===== config.mk =====
export PLATFORM = sky130hd
export DESIGN_NAME = multi_channel_esc_pulse_generator
export DESIGN_NICKNAME = d
export VERILOG_FILES = /design/src/esc_pkg.sv /design/src/esc_front.sv /design/src/esc_queue.sv /design/src/esc_back.sv /design/src/multi_channel_esc_pulse_generator.sv
export SDC_FILE = /design/constraint.sdc
export NUM_CORES = 2
export LEC_CHECK = 0
export BUFFER_PORTS_ARGS = -buffer_cell sky130_fd_sc_hd__buf_2
export CAP_MARGIN = 30
export CORE_MARGIN = 3
export CORE_UTILIZATION = 60
export CTS_BUF_LIST = sky130_fd_sc_hd__clkbuf_8
export CTS_CLUSTER_DIAMETER = 50
export DETAILED_ROUTE_END_ITERATION = 10
export GPL_ROUTABILITY_DRIVEN = 1
export HOLD_SLACK_MARGIN = 0.1
export PLACE_DENSITY = 0.79
export SKIP_CTS_REPAIR_TIMING = 1
export SLEW_MARGIN = 40
export SYNTH_ARGS = -nofsm -noshare
export SYNTH_HDL_FRONTEND = slang
export SYNTH_HIERARCHICAL = 1
export SYNTH_SLANG_ARGS = --single-unit

===== constraint.sdc =====
create_clock -name clk -period 15.55 [get_ports clk]
set_input_delay 1.555 -clock clk [delete_from_list [all_inputs] [get_ports clk]]
set_output_delay 1.555 -clock clk [all_outputs]
set_load 0.03 [all_outputs]

===== src/esc_pkg.sv =====
// ----------------------------------------------------------------------------
// esc_pkg
// Shared types, constants and helper functions of the multi-channel
// ESC pulse generator.
// ----------------------------------------------------------------------------
package esc_pkg;

    // channel and value geometry
    localparam int CHANNELS       = 6;
    localparam int TICKS_PER_UNIT = 8;
    localparam int MAX_VALUE      = 1000;
    localparam int PULSE_BASE     = 1000;

    localparam int CHAN_W = 16;
    localparam int VAL_W  = $clog2(MAX_VALUE + 1);
    localparam int REL_W  = 14;
    localparam int TICK_W = 16;
    localparam int PIN_W  = 6;
    localparam int N_W    = $clog2(CHANNELS + 1);

    localparam logic [REL_W-1:0] REL_MAX   = {REL_W{1'b1}};
    localparam logic [PIN_W-1:0] PIN_MASK  = 6'h3f;
    localparam logic [PIN_W-1:0] PINS_EXIST = PIN_W'((1 << CHANNELS) - 1) & PIN_MASK;

    // release walk: one step per cycle, enough for the longest chain
    localparam int WALK_STEPS = CHANNELS - 1;
    localparam int STEP_W     = $clog2(WALK_STEPS + 1);

    // channel count limits
    localparam logic [N_W-1:0] MIN_USED = N_W'(4);
    localparam logic [N_W-1:0] MAX_USED = N_W'(CHANNELS);

    // queue between the front and back parts
    localparam int QUEUE_DEPTH = 2;
    localparam int QPTR_W      = $clog2(QUEUE_DEPTH);
    localparam int QCNT_W      = $clog2(QUEUE_DEPTH + 1);

    // item modes
    localparam logic MODE_TICK = 1'b0;
    localparam logic MODE_LOAD = 1'b1;

    // configuration register indexes
    localparam int CFG_IDX_W = 3;
    localparam int CFG_DATA_W = 16;
    localparam logic [CFG_IDX_W-1:0] REG_FRAME_PERIOD = 3'd0;
    localparam logic [CFG_IDX_W-1:0] REG_SERVO_EVERY  = 3'd1;
    localparam logic [CFG_IDX_W-1:0] REG_SERVO_MASK   = 3'd2;
    localparam logic [CFG_IDX_W-1:0] REG_CHAN_COUNT   = 3'd3;
    localparam logic [CFG_IDX_W-1:0] REG_MIN_GAP      = 3'd4;

    // configuration reset values
    localparam logic [15:0]      RST_FRAME_PERIOD = 16'd20000;
    localparam logic [7:0]       RST_SERVO_EVERY  = 8'd8;
    localparam logic [PIN_W-1:0] RST_SERVO_MASK   = '0;
    localparam logic [2:0]       RST_CHAN_COUNT   = 3'd4;
    localparam logic [9:0]       RST_MIN_GAP      = 10'd20;

    typedef struct packed {
        logic                     mode;
        logic signed [CHAN_W-1:0] chan_a;
        logic signed [CHAN_W-1:0] chan_b;
        logic signed [CHAN_W-1:0] chan_c;
        logic signed [CHAN_W-1:0] chan_d;
        logic signed [CHAN_W-1:0] chan_e;
        logic signed [CHAN_W-1:0] chan_f;
    } in_word_t;

    typedef struct packed {
        logic [PIN_W-1:0] pin_levels;
        logic             ready_res;
        logic             accepted;
    } out_word_t;

    typedef struct packed {
        logic [15:0]      frame_period;
        logic [7:0]       servo_every;
        logic [PIN_W-1:0] servo_mask;
        logic [2:0]       chan_count;
        logic [9:0]       min_gap;
    } cfg_t;

    // classified word held in the queue
    typedef struct packed {
        logic                               is_load;
        logic [CHANNELS-1:0][VAL_W-1:0]     vals;
    } q_entry_t;

    // clamp a signed channel value to 0..MAX_VALUE
    function automatic logic [VAL_W-1:0] clamp_chan(input logic signed [CHAN_W-1:0] raw);
        logic [VAL_W-1:0] res;
        if (raw < 0)
        begin
            res = '0;
        end
        else if (raw > CHAN_W'(MAX_VALUE))
        begin
            res = VAL_W'(MAX_VALUE);
        end
        else
        begin
            res = raw[VAL_W-1:0];
        end
        return res;
    endfunction

    // release tick for a walked value, saturated to the release width
    function automatic logic [REL_W-1:0] rel_time(input logic [VAL_W-1:0] v);
        logic [31:0] t;
        logic [REL_W-1:0] res;
        t = (32'(PULSE_BASE) + 32'(v)) * 32'(TICKS_PER_UNIT);
        if (t > 32'(REL_MAX))
        begin
            res = REL_MAX;
        end
        else
        begin
            res = t[REL_W-1:0];
        end
        return res;
    endfunction

endpackage


===== src/esc_front.sv =====
// ----------------------------------------------------------------------------
// esc_front
// Accepts input words, classifies them as tick or load and clamps the
// channel values before they enter the queue.
// ----------------------------------------------------------------------------
module esc_front (
    input  esc_pkg::in_word_t  in_word,
    input  logic               in_valid,
    output logic               in_stall,
    input  logic               q_full,
    output logic               push_valid,
    output esc_pkg::q_entry_t  push_data
);

    // hold off the source while the queue is full
    assign in_stall   = q_full;
    assign push_valid = in_valid;

    // classify and clamp
    always_comb
    begin
        push_data.is_load = (in_word.mode == esc_pkg::MODE_LOAD);
        push_data.vals[0] = esc_pkg::clamp_chan(in_word.chan_a);
        push_data.vals[1] = esc_pkg::clamp_chan(in_word.chan_b);
        push_data.vals[2] = esc_pkg::clamp_chan(in_word.chan_c);
        push_data.vals[3] = esc_pkg::clamp_chan(in_word.chan_d);
        push_data.vals[4] = esc_pkg::clamp_chan(in_word.chan_e);
        push_data.vals[5] = esc_pkg::clamp_chan(in_word.chan_f);
    end

endmodule


===== src/esc_queue.sv =====
// ----------------------------------------------------------------------------
// esc_queue
// Short queue of classified words between the front and back parts.
// ----------------------------------------------------------------------------
module esc_queue (
    input  logic               clk,
    input  logic               rst_n,
    input  logic               push_valid,
    input  esc_pkg::q_entry_t  push_data,
    output logic               full,
    input  logic               pop,
    output logic               pop_valid,
    output esc_pkg::q_entry_t  pop_data
);

    esc_pkg::q_entry_t                   entry_reg [esc_pkg::QUEUE_DEPTH];
    logic [esc_pkg::QPTR_W-1:0]          wr_ptr_reg, wr_ptr_next;
    logic [esc_pkg::QPTR_W-1:0]          rd_ptr_reg, rd_ptr_next;
    logic [esc_pkg::QCNT_W-1:0]          count_reg, count_next;
    logic                                push;
    logic                                do_pop;

    assign full      = (count_reg == esc_pkg::QCNT_W'(esc_pkg::QUEUE_DEPTH));
    assign pop_valid = (count_reg != '0);
    assign pop_data  = entry_reg[rd_ptr_reg];
    assign push      = push_valid && !full;
    assign do_pop    = pop && pop_valid;

    // pointer and count update
    always_comb
    begin
        wr_ptr_next = wr_ptr_reg;
        rd_ptr_next = rd_ptr_reg;
        count_next  = count_reg;
        if (push)
        begin
            wr_ptr_next = (wr_ptr_reg == esc_pkg::QPTR_W'(esc_pkg::QUEUE_DEPTH - 1))
                          ? '0 : wr_ptr_reg + 1'b1;
        end
        if (do_pop)
        begin
            rd_ptr_next = (rd_ptr_reg == esc_pkg::QPTR_W'(esc_pkg::QUEUE_DEPTH - 1))
                          ? '0 : rd_ptr_reg + 1'b1;
        end
        case ({push, do_pop})
            2'b10:   count_next = count_reg + 1'b1;
            2'b01:   count_next = count_reg - 1'b1;
            default: count_next = count_reg;
        endcase
    end

    always_ff @(posedge clk or negedge rst_n)
    begin
        if (!rst_n)
        begin
            wr_ptr_reg <= '0;
            rd_ptr_reg <= '0;
            count_reg  <= '0;
        end
        else
        begin
            wr_ptr_reg <= wr_ptr_next;
            rd_ptr_reg <= rd_ptr_next;
            count_reg  <= count_next;
        end
    end

    // word storage
    always_ff @(posedge clk)
    begin
        if (push)
        begin
            entry_reg[wr_ptr_reg] <= push_data;
        end
    end

endmodule


===== src/esc_back.sv =====
// ----------------------------------------------------------------------------
// esc_back
// Executes ticks and loads: pin levels, frame timing, and the release
// walk that follows each accepted load.
// ----------------------------------------------------------------------------
module esc_back (
    input  logic               clk,
    input  logic               rst_n,
    input  esc_pkg::cfg_t      cfg,
    input  logic               q_valid,
    input  esc_pkg::q_entry_t  q_data,
    output logic               q_pop,
    output logic               out_valid,
    input  logic               out_stall,
    output esc_pkg::out_word_t out_word
);

    typedef enum logic [0:0] {
        ST_IDLE,
        ST_WALK
    } state_t;

    state_t                                    state_reg, state_next;
    logic [esc_pkg::STEP_W-1:0]                step_reg, step_next;
    logic [esc_pkg::TICK_W-1:0]                tick_reg, tick_next;
    logic [esc_pkg::REL_W-1:0]                 rel_reg  [esc_pkg::CHANNELS];
    logic [esc_pkg::REL_W-1:0]                 rel_next [esc_pkg::CHANNELS];
    logic [esc_pkg::PIN_W-1:0]                 pin_reg, pin_next;
    logic                                      ready_reg, ready_next;
    logic [7:0]                                frames_reg, frames_next;
    logic [esc_pkg::N_W-1:0]                   nused_reg, nused_next;
    logic [esc_pkg::VAL_W-1:0]                 walk_val_reg  [esc_pkg::CHANNELS];
    logic [esc_pkg::VAL_W-1:0]                 walk_val_next [esc_pkg::CHANNELS];
    logic [esc_pkg::VAL_W-1:0]                 walk_rel_reg  [esc_pkg::CHANNELS];
    logic [esc_pkg::VAL_W-1:0]                 walk_rel_next [esc_pkg::CHANNELS];
    logic                                      out_valid_reg, out_valid_next;
    esc_pkg::out_word_t                        out_word_reg, out_word_next;

    logic [esc_pkg::VAL_W-1:0]                 cand_max   [esc_pkg::CHANNELS];
    logic                                      cand_found [esc_pkg::CHANNELS];
    logic [esc_pkg::VAL_W-1:0]                 walk_gap   [esc_pkg::CHANNELS];
    logic [esc_pkg::VAL_W-1:0]                 step_rel   [esc_pkg::CHANNELS];
    logic [esc_pkg::N_W-1:0]                   nused_cfg;
    logic [esc_pkg::TICK_W-1:0]                tick_inc;
    logic [7:0]                                frames_dec;
    logic                                      pop;

    assign out_valid = out_valid_reg;
    assign out_word  = out_word_reg;
    assign q_pop     = pop;

    // take the next word when idle and the output register is free
    assign pop = (state_reg == ST_IDLE) && q_valid && (!out_valid_reg || !out_stall);

    // channels in use, limited to the supported range
    always_comb
    begin
        if (esc_pkg::N_W'(cfg.chan_count) < esc_pkg::MIN_USED)
        begin
            nused_cfg = esc_pkg::MIN_USED;
        end
        else if (esc_pkg::N_W'(cfg.chan_count) > esc_pkg::MAX_USED)
        begin
            nused_cfg = esc_pkg::MAX_USED;
        end
        else
        begin
            nused_cfg = esc_pkg::N_W'(cfg.chan_count);
        end
    end

    // one walk step per channel: move to the next smaller value if close enough
    always_comb
    begin
        for (int c = 0; c < esc_pkg::CHANNELS; c++)
        begin
            cand_max[c]   = '0;
            cand_found[c] = 1'b0;
            for (int j = 0; j < esc_pkg::CHANNELS; j++)
            begin
                if ((esc_pkg::N_W'(j) < nused_reg)
                    && (walk_val_reg[j] < walk_rel_reg[c])
                    && (!cand_found[c] || (walk_val_reg[j] > cand_max[c])))
                begin
                    cand_max[c]   = walk_val_reg[j];
                    cand_found[c] = 1'b1;
                end
            end
            walk_gap[c] = walk_rel_reg[c] - cand_max[c];
            step_rel[c] = (cand_found[c] && (walk_gap[c] < cfg.min_gap))
                          ? cand_max[c] : walk_rel_reg[c];
        end
    end

    assign tick_inc   = (tick_reg == '1) ? tick_reg : tick_reg + 1'b1;
    assign frames_dec = frames_reg - 8'd1;

    // execution of ticks and loads
    always_comb
    begin
        state_next     = state_reg;
        step_next      = step_reg;
        tick_next      = tick_reg;
        pin_next       = pin_reg;
        ready_next     = ready_reg;
        frames_next    = frames_reg;
        nused_next     = nused_reg;
        out_word_next  = out_word_reg;
        out_valid_next = out_valid_reg;
        for (int c = 0; c < esc_pkg::CHANNELS; c++)
        begin
            rel_next[c]      = rel_reg[c];
            walk_val_next[c] = walk_val_reg[c];
            walk_rel_next[c] = walk_rel_reg[c];
        end

        if (out_valid_reg && !out_stall)
        begin
            out_valid_next = 1'b0;
        end

        case (state_reg)
            ST_IDLE:
            begin
                if (pop)
                begin
                    out_valid_next         = 1'b1;
                    out_word_next.accepted = 1'b0;
                    if (!q_data.is_load)
                    begin
                        // timer tick
                        tick_next = tick_inc;
                        for (int i = 0; i < esc_pkg::PIN_W; i++)
                        begin
                            if (pin_reg[i] && (tick_inc >= esc_pkg::TICK_W'(rel_reg[i])))
                            begin
                                pin_next[i] = 1'b0;
                            end
                        end
                        if (!ready_reg && (tick_inc >= cfg.frame_period))
                        begin
                            ready_next = 1'b1;
                        end
                    end
                    else if (ready_reg)
                    begin
                        // frame start
                        if (frames_dec == 8'd0)
                        begin
                            frames_next = cfg.servo_every;
                            pin_next    = (pin_reg | esc_pkg::PIN_MASK) & esc_pkg::PINS_EXIST;
                        end
                        else
                        begin
                            frames_next = frames_dec;
                            pin_next    = (pin_reg | (~cfg.servo_mask & esc_pkg::PIN_MASK))
                                          & esc_pkg::PINS_EXIST;
                        end
                        tick_next              = '0;
                        ready_next             = 1'b0;
                        out_word_next.accepted = 1'b1;
                        nused_next             = nused_cfg;
                        for (int c = 0; c < esc_pkg::CHANNELS; c++)
                        begin
                            walk_val_next[c] = q_data.vals[c];
                            walk_rel_next[c] = q_data.vals[c];
                        end
                        step_next  = '0;
                        state_next = ST_WALK;
                    end
                    out_word_next.pin_levels = pin_next;
                    out_word_next.ready_res  = ready_next;
                end
            end
            ST_WALK:
            begin
                if (step_reg == esc_pkg::STEP_W'(esc_pkg::WALK_STEPS))
                begin
                    // commit release times, unused pins mirror channel three or four
                    for (int c = 0; c < esc_pkg::CHANNELS; c++)
                    begin
                        if (esc_pkg::N_W'(c) < nused_reg)
                        begin
                            rel_next[c] = esc_pkg::rel_time(walk_rel_reg[c]);
                        end
                        else
                        begin
                            rel_next[c] = esc_pkg::rel_time(walk_rel_reg[(c >= 2) ? c - 2 : c]);
                        end
                    end
                    state_next = ST_IDLE;
                end
                else
                begin
                    for (int c = 0; c < esc_pkg::CHANNELS; c++)
                    begin
                        walk_rel_next[c] = step_rel[c];
                    end
                    step_next = step_reg + 1'b1;
                end
            end
            default:
            begin
                state_next = ST_IDLE;
            end
        endcase
    end

    // state and registered outputs
    always_ff @(posedge clk or negedge rst_n)
    begin
        if (!rst_n)
        begin
            state_reg     <= ST_IDLE;
            step_reg      <= '0;
            tick_reg      <= '0;
            pin_reg       <= '0;
            ready_reg     <= 1'b1;
            frames_reg    <= esc_pkg::RST_SERVO_EVERY;
            nused_reg     <= esc_pkg::MIN_USED;
            out_valid_reg <= 1'b0;
            out_word_reg  <= '0;
            for (int c = 0; c < esc_pkg::CHANNELS; c++)
            begin
                rel_reg[c] <= '0;
            end
        end
        else
        begin
            state_reg     <= state_next;
            step_reg      <= step_next;
            tick_reg      <= tick_next;
            pin_reg       <= pin_next;
            ready_reg     <= ready_next;
            frames_reg    <= frames_next;
            nused_reg     <= nused_next;
            out_valid_reg <= out_valid_next;
            out_word_reg  <= out_word_next;
            for (int c = 0; c < esc_pkg::CHANNELS; c++)
            begin
                rel_reg[c] <= rel_next[c];
            end
        end
    end

    // walk operands
    always_ff @(posedge clk)
    begin
        for (int c = 0; c < esc_pkg::CHANNELS; c++)
        begin
            walk_val_reg[c] <= walk_val_next[c];
            walk_rel_reg[c] <= walk_rel_next[c];
        end
    end

endmodule


===== src/multi_channel_esc_pulse_generator.sv =====
// ----------------------------------------------------------------------------
// multi_channel_esc_pulse_generator
// Six-pin ESC/servo pulse generator: each word is a timer tick or a frame
// load, and each word returns one result word with the pin levels.
// ----------------------------------------------------------------------------
// Every input word gives exactly one output word. A steady stream of tick
// words runs at one word per cycle while out_stall is low. An accepted
// load raises the pins and then holds the back part for five walk steps
// of the per-channel release logic plus one commit step before the next
// word is executed; a refused load does not hold the back part. A two-word
// queue sits between input and execution, and the result is held in an
// output register, so the input side keeps taking words while a result
// waits, until the queue is full. Configuration is written through
// cfg_valid/cfg_ready, which is always ready.
module multi_channel_esc_pulse_generator (
    input  logic                                  clk,
    input  logic                                  rst_n,
    input  logic                                  in_valid,
    output logic                                  in_stall,
    input  esc_pkg::in_word_t                     in_word,
    output logic                                  out_valid,
    input  logic                                  out_stall,
    output esc_pkg::out_word_t                    out_word,
    input  logic                                  cfg_valid,
    output logic                                  cfg_ready,
    input  logic [esc_pkg::CFG_IDX_W-1:0]         cfg_index,
    input  logic [esc_pkg::CFG_DATA_W-1:0]        cfg_data
);

    esc_pkg::cfg_t      cfg_reg, cfg_next;
    logic               q_full;
    logic               push_valid;
    esc_pkg::q_entry_t  push_data;
    logic               q_pop;
    logic               q_valid;
    esc_pkg::q_entry_t  q_data;

    assign cfg_ready = 1'b1;

    // configuration register writes
    always_comb
    begin
        cfg_next = cfg_reg;
        if (cfg_valid && cfg_ready)
        begin
            case (cfg_index)
                esc_pkg::REG_FRAME_PERIOD: cfg_next.frame_period = cfg_data;
                esc_pkg::REG_SERVO_EVERY:  cfg_next.servo_every  = cfg_data[7:0];
                esc_pkg::REG_SERVO_MASK:   cfg_next.servo_mask   = cfg_data[esc_pkg::PIN_W-1:0];
                esc_pkg::REG_CHAN_COUNT:   cfg_next.chan_count   = cfg_data[2:0];
                esc_pkg::REG_MIN_GAP:      cfg_next.min_gap      = cfg_data[9:0];
                default:                   cfg_next              = cfg_reg;
            endcase
        end
    end

    always_ff @(posedge clk or negedge rst_n)
    begin
        if (!rst_n)
        begin
            cfg_reg.frame_period <= esc_pkg::RST_FRAME_PERIOD;
            cfg_reg.servo_every  <= esc_pkg::RST_SERVO_EVERY;
            cfg_reg.servo_mask   <= esc_pkg::RST_SERVO_MASK;
            cfg_reg.chan_count   <= esc_pkg::RST_CHAN_COUNT;
            cfg_reg.min_gap      <= esc_pkg::RST_MIN_GAP;
        end
        else
        begin
            cfg_reg <= cfg_next;
        end
    end

    // front: accept and classify
    esc_front u_front (
        .in_word    (in_word),
        .in_valid   (in_valid),
        .in_stall   (in_stall),
        .q_full     (q_full),
        .push_valid (push_valid),
        .push_data  (push_data)
    );

    // queue between front and back
    esc_queue u_queue (
        .clk        (clk),
        .rst_n      (rst_n),
        .push_valid (push_valid),
        .push_data  (push_data),
        .full       (q_full),
        .pop        (q_pop),
        .pop_valid  (q_valid),
        .pop_data   (q_data)
    );

    // back: execute ticks and loads
    esc_back u_back (
        .clk       (clk),
        .rst_n     (rst_n),
        .cfg       (cfg_reg),
        .q_valid   (q_valid),
        .q_data    (q_data),
        .q_pop     (q_pop),
        .out_valid (out_valid),
        .out_stall (out_stall),
        .out_word  (out_word)
    );

endmodule

Word-level counts from Yosys, hierarchy flattened
Memory sizes are Yosys's and may differ from the RTL's.
Cells that the tools add are included.
- bits in registers: 172
- memory bits (writable): 242
- input bits: 121
- output and inout port bits: 11
- word-level logic and storage cells: 492
- memories kept: 3
- $add $sub $neg: 19
- $lt $le $gt $ge: 105
- eq/ne operators: 14
- muxes and demuxes: 144
- bitwise logic cells: 3
- reduce and logical (&&, ||, !) cells: 175
- memory list (memory ; words ; width ; rd ports ; clocked after memory_dff ; wr ports ; line ; source):
    u_queue.entry_reg ; 2 ; 61 ; 1 ; 0 ; 1 ; esc_queue.sv:16 ; esc_pkg::q_entry_t entry_reg [esc_pkg::QUEUE_DEPTH];
    u_back.walk_rel_reg ; 6 ; 10 ; 6 ; 0 ; 6 ; esc_back.sv:34 ; logic [esc_pkg::VAL_W-1:0] walk_rel_reg [esc_pkg::CHANNELS];
    u_back.walk_val_reg ; 6 ; 10 ; 6 ; 0 ; 6 ; esc_back.sv:32 ; logic [esc_pkg::VAL_W-1:0] walk_val_reg [esc_pkg::CHANNELS];
- operators with widths (operator ; count):
    $mux W10 ; 54
    $mux W60 ; 8
    $lt A10 B10 Y1 ; 42
    $gt A10 B10 Y1 ; 30
    $gt A32 B14 Y1 const B ; 6
    $mux W14 ; 10
    $pmux W60 S2 ; 1
    $ge A16 B14 Y1 ; 6
    $gt A16 B11 Y1 const B ; 6
    $lt A16 B1 Y1 const B ; 6
    $logic_and A1 B1 Y1 ; 84
    $add A10 B10 Y11 const A ; 6
    $sub A10 B10 Y10 ; 6
    $mux W1 ; 55
    $mux W16 ; 3
    $logic_not A1 Y1 ; 34
    $reduce_and A4 Y1 ; 8
    $logic_or A1 B1 Y1 ; 31
    $mux W3 ; 6
    $mux W6 ; 3
    $add A16 B1 Y16 const B ; 1
    $eq A16 B16 Y1 const B ; 1
    $ge A16 B16 Y1 ; 1
    $reduce_bool A2 Y1 ; 8
    other kinds (28) ; 44

Longest topological paths before layout
An unclocked memory read counts as a cell.
- depth after elaboration: 30
- mapped depth: 74
- mapped depth without buffers: 68

Cells and area by module
The synthesis kept the hierarchy.
- by module, submodules not included (module ; times used ; cells an instance ; area an instance (sq um) ; seq. area each (sq um)):
    esc_back ; 1 ; 4100 ; 34423.0 ; 6284.8
    esc_queue ; 1 ; 208 ; 4849.7 ; 3763.6
    multi_channel_esc_pulse_generator ; 1 ; 97 ; 1676.6 ; 1087.3
    esc_front ; 1 ; 111 ; 800.8 ; 0.0

Worst setup path before layout
No wires, ideal clock.
- path type: register to register
- start: memory u_back/walk_rel_reg[1][7] (netlist bit)
- end: memory u_back/walk_rel_reg[1][0] (netlist bit) (enable)
- setup time: 0.407 ns
- arrival time: 14.211 ns
- required time: 15.143 ns
- path slack: 0.932 ns
- stages on the path, launching flop included: 72
- path buffers: 6
- clock period less this slack: 14.618 ns
- path through: edfxtp_1 inv_1 ha_1 a211oi_1 nor2_1 or4_1 a21oi_1 buf_2 and2_1 inv_1 ha_1 and4_1 a2111o_1 a221oi_1 a21oi_2 mux2_2 ha_1 a21o_1 [36 not listed] buf_2 nand2_1 o31ai_1 ha_1 inv_1 fa_1 nand2_1 nand2_1 a21oi_1 o21bai_1 a21oi_1 o21bai_1 a21oi_1 xnor2_1 ha_1 o21ai_0 a21oi_1 o41ai_1
- RTL lines (element ; line):
    start: declaration ; esc_back.sv:34

==> flow_summary.ini <==
[cells_and_area]
nNetsFinal = 5783
instances_no_fill = 5819
syn_to_final_growth_pct = 12.07
drive_gt1_share_pct = 16.32
final_common_cell = ha_1
largest_reg_flops = 122
layout_common_cells = 826 x ha_1, 366 x nand2_1, 319 x inv_1

[setup_path]
arrival_ns = 15.37
critPathTopFamily = compound AO/OA/AOI/OAI gates
crit_buf_inv = 13
slowest_delay_ns = 0.50
crit_type = flip-flop to flip-flop
critPathRequiredTime_ns = 15.96
critical_path_peak_fanout = 20
slowest_stage = o31ai_1
end_kind = flip-flop
startpoint_type = flip-flop
cpMostUsedCell = buf_4

[yosys]
syn_area_um2 = 41750
synth-seq-area-share_pct = 26.67
synth_nets = 5469
synth_seq_cells = 396
yosys_warnings = 6
synth.distinct_cells = 97
synth_edf_count = 242
syn_inst = 4516
synth_ff_type = edfxtp_1
syn_avg_cell_area_um2 = 9.245
synth_async_sr_flop_share_pct = 38.89

[timing]
final-setup-viol-count = 0
worst_slew_pin_slew_ns = 1.032
max_freq_mhz = 66.82
slew_violations = 0
hold_violations = 0
period_needed_ns = 14.96
fin_crit_sh_pct = 96.23
finClkSkew_ns = 0.06034
maxSlewHeadroom_pct = 31.22
hold-worst-slack_ns = 0.4824

[die]
rows = 96
dieArea_um2 = 72780
die_h_um = 269.8
die_w_um = 269.8
core_area_um2 = 68710
pin_count = 132
initial_core_util_pct = 60.77

[routing]
drtIter0Drc = 5407
viasPerCell = 6.952
drt_wl_total_um = 167800
drc = 0
antenna_left = 0
num_vias = 40451
drt_pass1_iterations = 6
wl_per_cell_um = 28.83

[clock_network]
clock-root-buffer = clkbuf_8
clkSinkCount = 396
cts_tree = yes
cts-htree-levels = 3
clk_latency_ns = 0.72
cts-buffers-inserted = 73
cts.path.max_buffers = 3
clk_pin_slew_ns = 0.07

[placement]
hpwl_um = 123000
io_buffers = 130
globalplace.congestion = 1.083
dp_cells = 5646

[power_and_ir_drop]
fin_total_pwr_mw = 4.667
p_leak_nw = 21.89
power_density_nw_per_um2 = 99.74
vdd_drop_max_mv = 0.09851

[hold_path]
hp-class = flip-flop to flip-flop

[global_routing]
grt_max_degree = 82
antenna_found_initial = 9
grt_pass1_wl_um = 240700
overflow = 0
grt_pass1_vias = 38357
grt.total_usage_pct = 44.28

[flow_run]
max_cap_violations = 0

[status]
outcome = completed
-- synthesized netlist by cell type (28+ instances only) --
cell type	count	area share, %
o21a_1	86	1.5
nand3_1	79	0.95
a31oi_1	50	0.75
inv_1	308	2.8
a21oi_1	308	3.7
o211ai_1	40	0.72
nor3_1	63	0.76
xnor2_1	69	1.4
nor2b_1	66	0.99
mux2_2	88	2.4
and2_1	31	0.46
edfxtp_1	242	17
o31ai_1	64	1.2
ha_1	826	25
a21o_1	153	2.8
nand4_1	80	1.2
o21ai_0	235	2.8
buf_2	30	0.36
a211oi_1	94	1.7
mux2i_1	40	0.96
nand2_1	371	3.3
xor2_1	28	0.59
mux2_4	66	2.4
clkbuf_1	90	0.81
nand2b_1	61	0.91
dfrtp_1	142	8.5
o31a_1	44	0.92
nor2_1	253	2.3
-- report_power, final --
part           leakage, nW  switching, mW  internal [mW]
clock                0.788          0.492          0.520
combinational         17.0           1.26          0.850
sequential            4.07          0.142           1.40
total                 21.9           1.89           2.77
-- final cells by class --
cell class,instances,area (um^2)
clock inverters,49,342.8
multi-input cells,3673,29320
repair buffers,373,2529
inverters,313,1179
well taps,931,1165
flip-flops and latches,396,11140
diodes,4,10.01
fillers,5525,21910
clock buffers,80,1101
-- worst register-to-register path: cells and delay by family (launching register included) --
kind,cells,cell delay [ns]
AOI/OAI and AO/OA,31,6.48
and+or+nand+nor,16,2.58
buffers and inverters,13,2.53
adders and majority gates,8,2.25
muxes,2,0.45
DFF,1,0.36
-- metrics by stage --
step / worst slack (ns) / area (um^2) / util [%] / setup TNS (ns)
floorplan: 0.9317 / 41750 / - / 0
global placement: 0.2966 / 44570 / 64.86 / 0
detailed placement: 0.2846 / 44640 / 64.97 / 0
CTS: 0.1760 / 46080 / 67.07 / 0
global route: -0.08774 / 46780 / 68.09 / -0.7445
finish: 0.5855 / 46790 / 68.10 / 0
-- layer usage --
metal  GRT usage (%)  vias up  wire length, um
met5          0.2632        -               74
met3           13.53      972            22280
met4           34.74        8            16580
met2           65.35     2827            68660
met1           53.85    18908            60190
li1                -    17736                -
-- worst paths after layout --
| check | cells past startpoint | endpoint | start | slack, ns |
|---|---|---|---|---|
| max | 70 | u_back/walk_rel_reg[5][3] | u_back/walk_val_reg[0][7] | 0.59 |
| min | 2 | u_back/rel_reg[49] | u_back/rel_reg[49] | 0.48 |
| max reg2reg | 70 | u_back/walk_rel_reg[5][3] | u_back/walk_val_reg[0][7] | 0.59 |
| min reg2reg | 2 | u_back/rel_reg[49] | u_back/rel_reg[49] | 0.48 |
| max in group asynchronous | 2 | u_queue/rd_ptr_reg | rst_n | 13.43 |
| min in group asynchronous | 1 | u_back/tick_reg[13] | rst_n | 0.87 |
-- cell families (layout without fill, tap and decap cells) --
logic type      count (synthesis)  count (layout)  share of synthesized area (%)
fa+ha+maj                     832             832                          25.04
xor+xnor                       97              97                          2.035
buf+inv                       452             815                          4.334
compound gates               1383            1384                          22.44
flops                         396             396                          26.67
mux                           194             194                          5.706
simple gates                 1161            1165                          13.76
other cells                     1               5                       0.008982
(Power assumes the default switching activity.)
